===== src/sv/hcidf_pkg.sv =====
package hcidf_pkg;

  // HCI packet type codes carried on the input tuser
  typedef enum logic [2:0] {
    PT_NONE    = 3'd0,
    PT_COMMAND = 3'd1,
    PT_ACL     = 3'd2,
    PT_SCO     = 3'd3,
    PT_EVENT   = 3'd4,
    PT_ISO     = 3'd5
  } pkt_type_t;

  // Deframer phase, one-hot
  typedef enum logic [1:0] {
    PH_HEADER  = 2'b01,
    PH_PAYLOAD = 2'b10
  } phase_t;

  localparam int unsigned ByteW  = 8;
  localparam int unsigned TypeW  = 3;
  localparam int unsigned LenW   = 2 * ByteW;
  localparam int unsigned HposW  = 3;
  localparam int unsigned HlenW  = 4;
  localparam int unsigned OUserW = TypeW + 3;

  // Header length in bytes; zero marks an invalid type
  function automatic logic [HlenW-1:0] hdr_len(input logic [TypeW-1:0] t);
    logic [HlenW-1:0] r;
    case (t)
      PT_COMMAND: r = 4'd3;
      PT_ACL:     r = 4'd4;
      PT_SCO:     r = 4'd3;
      PT_EVENT:   r = 4'd2;
      PT_ISO:     r = 4'd4;
      default:    r = 4'd0;
    endcase
    return r;
  endfunction

  // Header offset of the (low) payload length byte
  function automatic logic [HposW-1:0] len_pos(input logic [TypeW-1:0] t);
    logic [HposW-1:0] r;
    case (t)
      PT_COMMAND, PT_ACL, PT_SCO, PT_ISO: r = 3'd2;
      PT_EVENT:                           r = 3'd1;
      default:                            r = 3'd0;
    endcase
    return r;
  endfunction

  // Sixteen-bit little-endian length field
  function automatic logic wide_len(input logic [TypeW-1:0] t);
    return (t == PT_ACL) || (t == PT_ISO);
  endfunction

endpackage


===== src/sv/hci_packet_deframer_core.sv =====
// HCI H4 packet deframer. Each input transfer carries one stream byte on
// s_axis_tdata and the HCI packet type on s_axis_tuser; the type is sampled
// only at the first header byte of a packet (1 command, 2 ACL, 3 SCO,
// 4 event, 5 ISO). Every byte comes back out with its latched type and the
// first, last and header marks; a packet with a zero length field ends on
// its last header byte. An invalid type at packet start produces one output
// transfer with the error flag set, zero data and marks, and leaves the
// framing state untouched. The block takes one byte per clock: the framing
// update is a small compare and a 16-bit decrement ahead of a single output
// register, and the input stalls only while that register holds a transfer
// the sink has not taken. A byte taken at the input reaches the output in the next cycle.
module hci_packet_deframer_core
  import hcidf_pkg::*;
(
  input  logic              clk,
  input  logic              rst,
  input  logic              s_axis_tvalid,
  output logic              s_axis_tready,
  input  logic [ByteW-1:0]  s_axis_tdata,   // [7:0] data_byte
  input  logic [TypeW-1:0]  s_axis_tuser,   // [2:0] hci_type
  output logic              m_axis_tvalid,
  input  logic              m_axis_tready,
  output logic [ByteW-1:0]  m_axis_tdata,   // [7:0] out_byte
  output logic              m_axis_tlast,   // last_of_packet
  output logic [OUserW-1:0] m_axis_tuser    // [2:0] out_type, [3] first_of_packet,
                                            // [4] in_header, [5] type_error
);

  // Framing state
  phase_t           phase, phase_next;
  logic [LenW-1:0]  bytes_left, bytes_left_next;
  logic [HposW-1:0] hdr_pos, hdr_pos_next;
  logic [ByteW-1:0] len_lo, len_lo_next;
  logic [TypeW-1:0] ltype, ltype_next;

  // Result fields ahead of the output register
  logic [ByteW-1:0] r_byte;
  logic [TypeW-1:0] r_type;
  logic             r_first, r_last, r_hdr, r_err;

  logic             accept;
  logic [TypeW-1:0] cur_type;
  logic [HlenW-1:0] cur_hlen;
  logic             hdr_end;
  logic [LenW-1:0]  pay_len;

  assign s_axis_tready = !m_axis_tvalid || m_axis_tready;
  assign accept        = s_axis_tvalid && s_axis_tready;

  // Type in force for this byte: fresh at packet start, latched after
  assign cur_type = (hdr_pos == '0) ? s_axis_tuser : ltype;
  assign cur_hlen = hdr_len(cur_type);
  assign hdr_end  = ({1'b0, hdr_pos} + 4'd1) >= cur_hlen;
  assign pay_len  = wide_len(cur_type) ? {s_axis_tdata, len_lo}
                                       : {{ByteW{1'b0}}, s_axis_tdata};

  // Framing update and result for the byte at the input
  always_comb begin
    phase_next      = phase;
    bytes_left_next = bytes_left;
    hdr_pos_next    = hdr_pos;
    len_lo_next     = len_lo;
    ltype_next      = ltype;
    r_byte          = s_axis_tdata;
    r_type          = ltype;
    r_first         = 1'b0;
    r_last          = 1'b0;
    r_hdr           = 1'b0;
    r_err           = 1'b0;
    unique case (phase)
      PH_HEADER: begin
        if (hdr_pos == '0 && cur_hlen == '0) begin
          // drop the byte and flag the bad type
          r_byte = '0;
          r_type = s_axis_tuser;
          r_err  = 1'b1;
        end else begin
          ltype_next = cur_type;
          r_type     = cur_type;
          r_first    = (hdr_pos == '0);
          r_hdr      = 1'b1;
          if (hdr_pos == len_pos(cur_type)) begin
            len_lo_next = s_axis_tdata;
          end
          if (hdr_end) begin
            hdr_pos_next = '0;
            if (pay_len == '0) begin
              r_last          = 1'b1;
              bytes_left_next = '0;
            end else begin
              phase_next      = PH_PAYLOAD;
              bytes_left_next = pay_len;
            end
          end else begin
            hdr_pos_next = hdr_pos + 3'd1;
          end
        end
      end
      PH_PAYLOAD: begin
        if (bytes_left <= LenW'(1)) begin
          bytes_left_next = '0;
          phase_next      = PH_HEADER;
          hdr_pos_next    = '0;
          r_last          = 1'b1;
        end else begin
          bytes_left_next = bytes_left - LenW'(1);
        end
      end
      default: begin
        phase_next = PH_HEADER;
      end
    endcase
  end

  // Advance the framing state on each input transfer
  always_ff @(posedge clk) begin
    if (rst) begin
      phase      <= PH_HEADER;
      bytes_left <= '0;
      hdr_pos    <= '0;
      len_lo     <= '0;
      ltype      <= '0;
    end else if (accept) begin
      phase      <= phase_next;
      bytes_left <= bytes_left_next;
      hdr_pos    <= hdr_pos_next;
      len_lo     <= len_lo_next;
      ltype      <= ltype_next;
    end
  end

  // Output register: load on input transfer, clear valid once taken
  always_ff @(posedge clk) begin
    if (rst) begin
      m_axis_tvalid <= 1'b0;
    end else if (accept) begin
      m_axis_tvalid <= 1'b1;
    end else if (m_axis_tready) begin
      m_axis_tvalid <= 1'b0;
    end
  end

  always_ff @(posedge clk) begin
    if (accept) begin
      m_axis_tdata <= r_byte;
      m_axis_tlast <= r_last;
      m_axis_tuser <= {r_err, r_hdr, r_first, r_type};
    end
  end

`ifndef NO_ASSERTIONS
  // An error transfer carries no byte and no framing marks
  a_err_clean: assert property (@(posedge clk) disable iff (rst)
    m_axis_tvalid && m_axis_tuser[5] |->
      !m_axis_tlast && m_axis_tdata == '0 && m_axis_tuser[4:3] == 2'b00)
    else $error("error transfer carries data or marks");

  // The first byte of a packet is always a header byte
  a_first_hdr: assert property (@(posedge clk) disable iff (rst)
    m_axis_tvalid && m_axis_tuser[3] |-> m_axis_tuser[4])
    else $error("first byte not marked as header");

  // Payload phase always starts from a rewound header position
  a_pay_pos: assert property (@(posedge clk) disable iff (rst)
    phase == PH_PAYLOAD |-> hdr_pos == '0 && bytes_left != '0)
    else $error("payload phase with stale header position or empty count");

  // No leftover count while framing a header
  a_hdr_cnt: assert property (@(posedge clk) disable iff (rst)
    phase == PH_HEADER |-> bytes_left == '0)
    else $error("byte count left over in header phase");

  // Payload count steps down by one per transfer
  a_pay_dec: assert property (@(posedge clk) disable iff (rst)
    accept && phase == PH_PAYLOAD && bytes_left > LenW'(1) |=>
      bytes_left == LenW'($past(bytes_left) - LenW'(1)))
    else $error("payload count did not decrement");
`endif

endmodule

===== config.mk =====
export PLATFORM = sky130hd
export DESIGN_NAME = hci_packet_deframer_core
export DESIGN_NICKNAME = d
export VERILOG_FILES = /design/src/sv/hcidf_pkg.sv /design/src/sv/hci_packet_deframer_core.sv
export SDC_FILE = /design/constraint.sdc
export NUM_CORES = 1
export LEC_CHECK = 0
export BUFFER_PORTS_ARGS = -buffer_cell sky130_fd_sc_hd__buf_4
export CAP_MARGIN = 30
export CORE_MARGIN = 2
export CORE_UTILIZATION = 45
export DETAILED_ROUTE_END_ITERATION = 8
export GPL_TIMING_DRIVEN = 0
export PLACE_DENSITY_LB_ADDON = 0.12
export SYNTH_ARGS = -nofsm -noshare
export SYNTH_HDL_FRONTEND = slang
export SYNTH_SLANG_ARGS = --single-unit

===== constraint.sdc =====
create_clock -name clk -period 3.2 [get_ports clk]
set_input_delay 0.48 -clock clk [delete_from_list [all_inputs] [get_ports clk]]
set_output_delay 0.48 -clock clk [all_outputs]
set_load 0.03 [all_outputs]

==> summary.txt <==
Run status
  • Status: finished, violations left
  • Failing checks: negative setup slack

Routing
  • DR vias/cell: 5.94
  • Pre-antenna DRT Iters: 4
  • Uppermost layer routed: met4
  • Wire length per cell: between 15 and 20 µm
  • DRC: 0
  • Initial DRC Count: 162
  • DR vias: 2513
  • Routed length on met3: 366 µm
  • Final WL: approximately 7300 µm
  • M1 WL: 3540 µm
  • Antenna-violating nets left: 0
  • DR WL met2: 3360 µm

Setup path
  • Worst Setup End Kind: flop
  • R2r setup slk: -0.05 ns
  • Critical Path AT: 3.41 ns
  • Crit start category: flop
  • RR Startpoint: hdr_pos[0]
  • R2R Path End: bytes_left[4]
  • Crit path required time: 3.37 ns
  • Reg2reg path depth: 15
  • Worst Setup SP: hdr_pos[0]
  • Crit Path Max Fanout: 5
  • CP Capture Point: bytes_left[4]
  • Kind of critical path: flop to flop

Synth
  • Post-synth net total: 321
  • Number of distinct library cells after synthesis: 58
  • Post-Synthesis Cells: 297
  • Post-synth EDFFs: 15
  • Most frequent cells after synthesis: dfxtp_1 (33), nor2_1 (29), o21ai_0 (18)
  • Asr flop ratio synth: 0%
  • Most frequent cell after synthesis: dfxtp_1
  • Share of the synthesized area in the top cell type: 23.7%
  • Synth Warn #: 0
  • Synth area leader: dfxtp_1
  • Top cells by area, synth: dfxtp_1 (24%), edfxtp_1 (16%), mux2i_1 (5.7%), ha_1 (4.0%), nor2_1 (3.9%)
  • Avg Cell Area, Syn: 9.39 µm²
  • Synthesized area: 2790 µm²
  • Top FF cell, synth: dfxtp_1
  • FF+latch count, synth: 48
  • Seq/Total Area, Yosys: 39.9%

Floorplan
  • Die Y: roughly 83 µm
  • Die Wd: 82.7 µm
  • Initial core utilization: 46.8%
  • Core area: 5960 µm²
  • # rows: 28
  • Die area: 6840 µm²
  • IO Pins: 32

Placement
  • Placed insts: about 400
  • Detail Placement HPWL: roughly 5000 µm
  • PortBufs: 30
  • Placer Congestion: 0.911
  • Dpl cell area: 3160 µm²
  • Placement Setup Slack: -0.304 ns

Pwr
  • Pint: between 2 and 2.5 mW
  • NetSw: ~1.7 mW
  • Clock Power Share: 12.3%
  • Combinational Power Share: between 60% and 70%
  • Sequential share of power: 26.2%
  • Pwr Density: ~1100 nW/µm²
  • P_leak: 1.42 nW
  • Max VDD drop: 0.704 mV
  • Switching Share: 45.0%

STA
  • Final Cycle Share: 101%
  • Max-slew headroom: 51.0%
  • Final setup fails: 1
  • Final TNS setup: -0.0476 ns
  • Clock skew: 0.00359 ns
  • Unrepaired setup endpoints after global routing: true
  • Final worst slack: -0.0476 ns
  • Hold Vio Cnt, Final: 0
  • Max-slew violations: 0
  • Worst Tran Pin Value: 0.735 ns
  • WHS: 0.418 ns
  • Clock period minus final worst setup slack: 3.25 ns
  • F_max: 308 MHz

Finish
  • Non-filler cells, final: between 400 and 500
  • Final instance area: 3520 µm²
  • Share of cells above drive strength 1: 27.6%
  • Nets: 371
  • Area growth syn-to-layout: 26.2%
  • Ant. Diodes: 0

GRT
  • Total grt overflow: 0
  • First-pass GRT wire length: 11400 µm
  • Initial antenna violation count: 0
  • Largest net degree at the start of global routing: 19
  • Vias in the first global route: 2194
  • Total track usage: 22.1%

Clock tree
  • Clock transition at path regs: roughly 0.090 ns
  • CTS Buffer Depth: 2
  • Cts hold-fix bufs: 0
  • H-tree levels: 2
  • TritonCTS Buffers: 5
  • Clock sink total: 48
  • CTS tree: built
  • Clock Latency Late Sink: 0.30 ns
  • Root Buffer: clkbuf_8

Run
  • Maxcap violations: 0

Worst hold path
  • Worst Hold Class: primary input to flop
-- power groups by stage --
stage	clock, mW	sequential [mW]	combinational [mW]
after floorplan	0	1.05	1.40
after global placement	0	0.977	1.90
after detailed placement	0	0.979	1.91
after CTS	0.468	0.960	2.03
after global routing	0.498	0.995	2.48
final	0.454	0.969	2.28
-- metal layers --
layer  up-vias  track usage (%)
met3         6             3.70
met1      1208             32.9
met4         0             5.08
met5         -                0
met2        66             33.2
li1       1233                -
-- worst min path at each step --
stage | startpoint | end | cells past startpoint
3_3_place_gp | bytes_left[14] | bytes_left[14] | 2
4_1_cts | s_axis_tvalid | m_axis_tvalid | 3
5_1_grt | s_axis_tvalid | m_axis_tvalid | 3
2_1_floorplan | bytes_left[6] | bytes_left[6] | 2
6_report | s_axis_tvalid | m_axis_tvalid | 3
3_5_place_dp | bytes_left[14] | bytes_left[14] | 2
-- critical path: stages, from the launching register on --
cell and delay [ns]:
dfxtp_4 0.37, inv_4 0.07, ha_4 0.16, nand2b_4 0.08, buf_12 0.14, buf_4 0.13, mux2i_1 0.17, mux2_4 0.31
ha_4 0.27, o21ai_2 0.05, o21a_1 0.22, a2111o_1 0.55, buf_6 0.17, a21o_1 0.16, a21oi_2 0.15, o32ai_2 0.10
-- cell usage in the layout (no fill, tap or decap), types with 4 or more instances in the layout --
cell      netlist  final
edfxtp_1       15     15
ha_1            9      6
buf_4           0     41
mux2i_1        16     16
or3_1           4      4
a31oi_1         5      5
a21oi_1        15     14
nor3_1         10     10
nor2b_1        10     10
inv_1          15     13
clkbuf_1       10      8
buf_6           1      6
clkbuf_8        0      5
nor4_1         14     11
o21ai_0        18     14
a211oi_1        5      5
a221oi_2        0      4
dfxtp_1        33     30
nand2_1        11     11
nand3_1         5      5
nand3b_1        6      6
xor2_1          4      4
nand4_1         4      4
o21a_1          5      5
nor2_1         29     29
-- cell type report --
class | instances | area [µm²]
multi-input combinational | 219 | 1700
clock inverter | 3 | 46.3
tap | 75 | 93.8
timing repair buffer | 45 | 353
clock buffer | 5 | 68.8
sequential | 48 | 1120
fill | 545 | 2440
buffer | 13 | 82.6
inverter | 15 | 58.8
-- flip-flops by register name (all words and copies together), names as in the netlist --
name and flops:
bytes_left 16, len_lo 8, m_axis_tdata 8, m_axis_tuser 6
hdr_pos 3, ltype 3, phase 2, m_axis_tlast 1
m_axis_tvalid 1
-- kinds of logic after synthesis --
kind of cell               share of synthesized area [%]
buffers and inverters                               5.03
xor gates and xnor gates                            1.57
DFF                                                 39.9
adders and majority gates                           4.04
muxes                                               8.39
AOI/OAI and AO/OA                                   19.6
and+or+nand+nor                                     21.5
-- what timing repair did --
| item | in CTS | in global routing |
|---|---|---|
| gates resized for setup | 11 | 20 |
| setup buffers | 7 | 8 |
| hold endpoints to repair | 0 | 0 |
| setup endpoints to repair | 18 | 12 |
| pin swaps | 4 | 8 |
| gates cloned | 0 | 0 |
-- through the flow --
| step | utilization (%) | total power, mW |
|---|---|---|
| finish | 59.1 | 3.70 |
| global route | 59.1 | 3.98 |
| CTS | 56.3 | 3.45 |
| detailed placement | 53.0 | 2.89 |
| global placement | 53.0 | 2.88 |
| floorplan | - | 2.45 |
No activity file was read; power rests on OpenSTA's default activity.
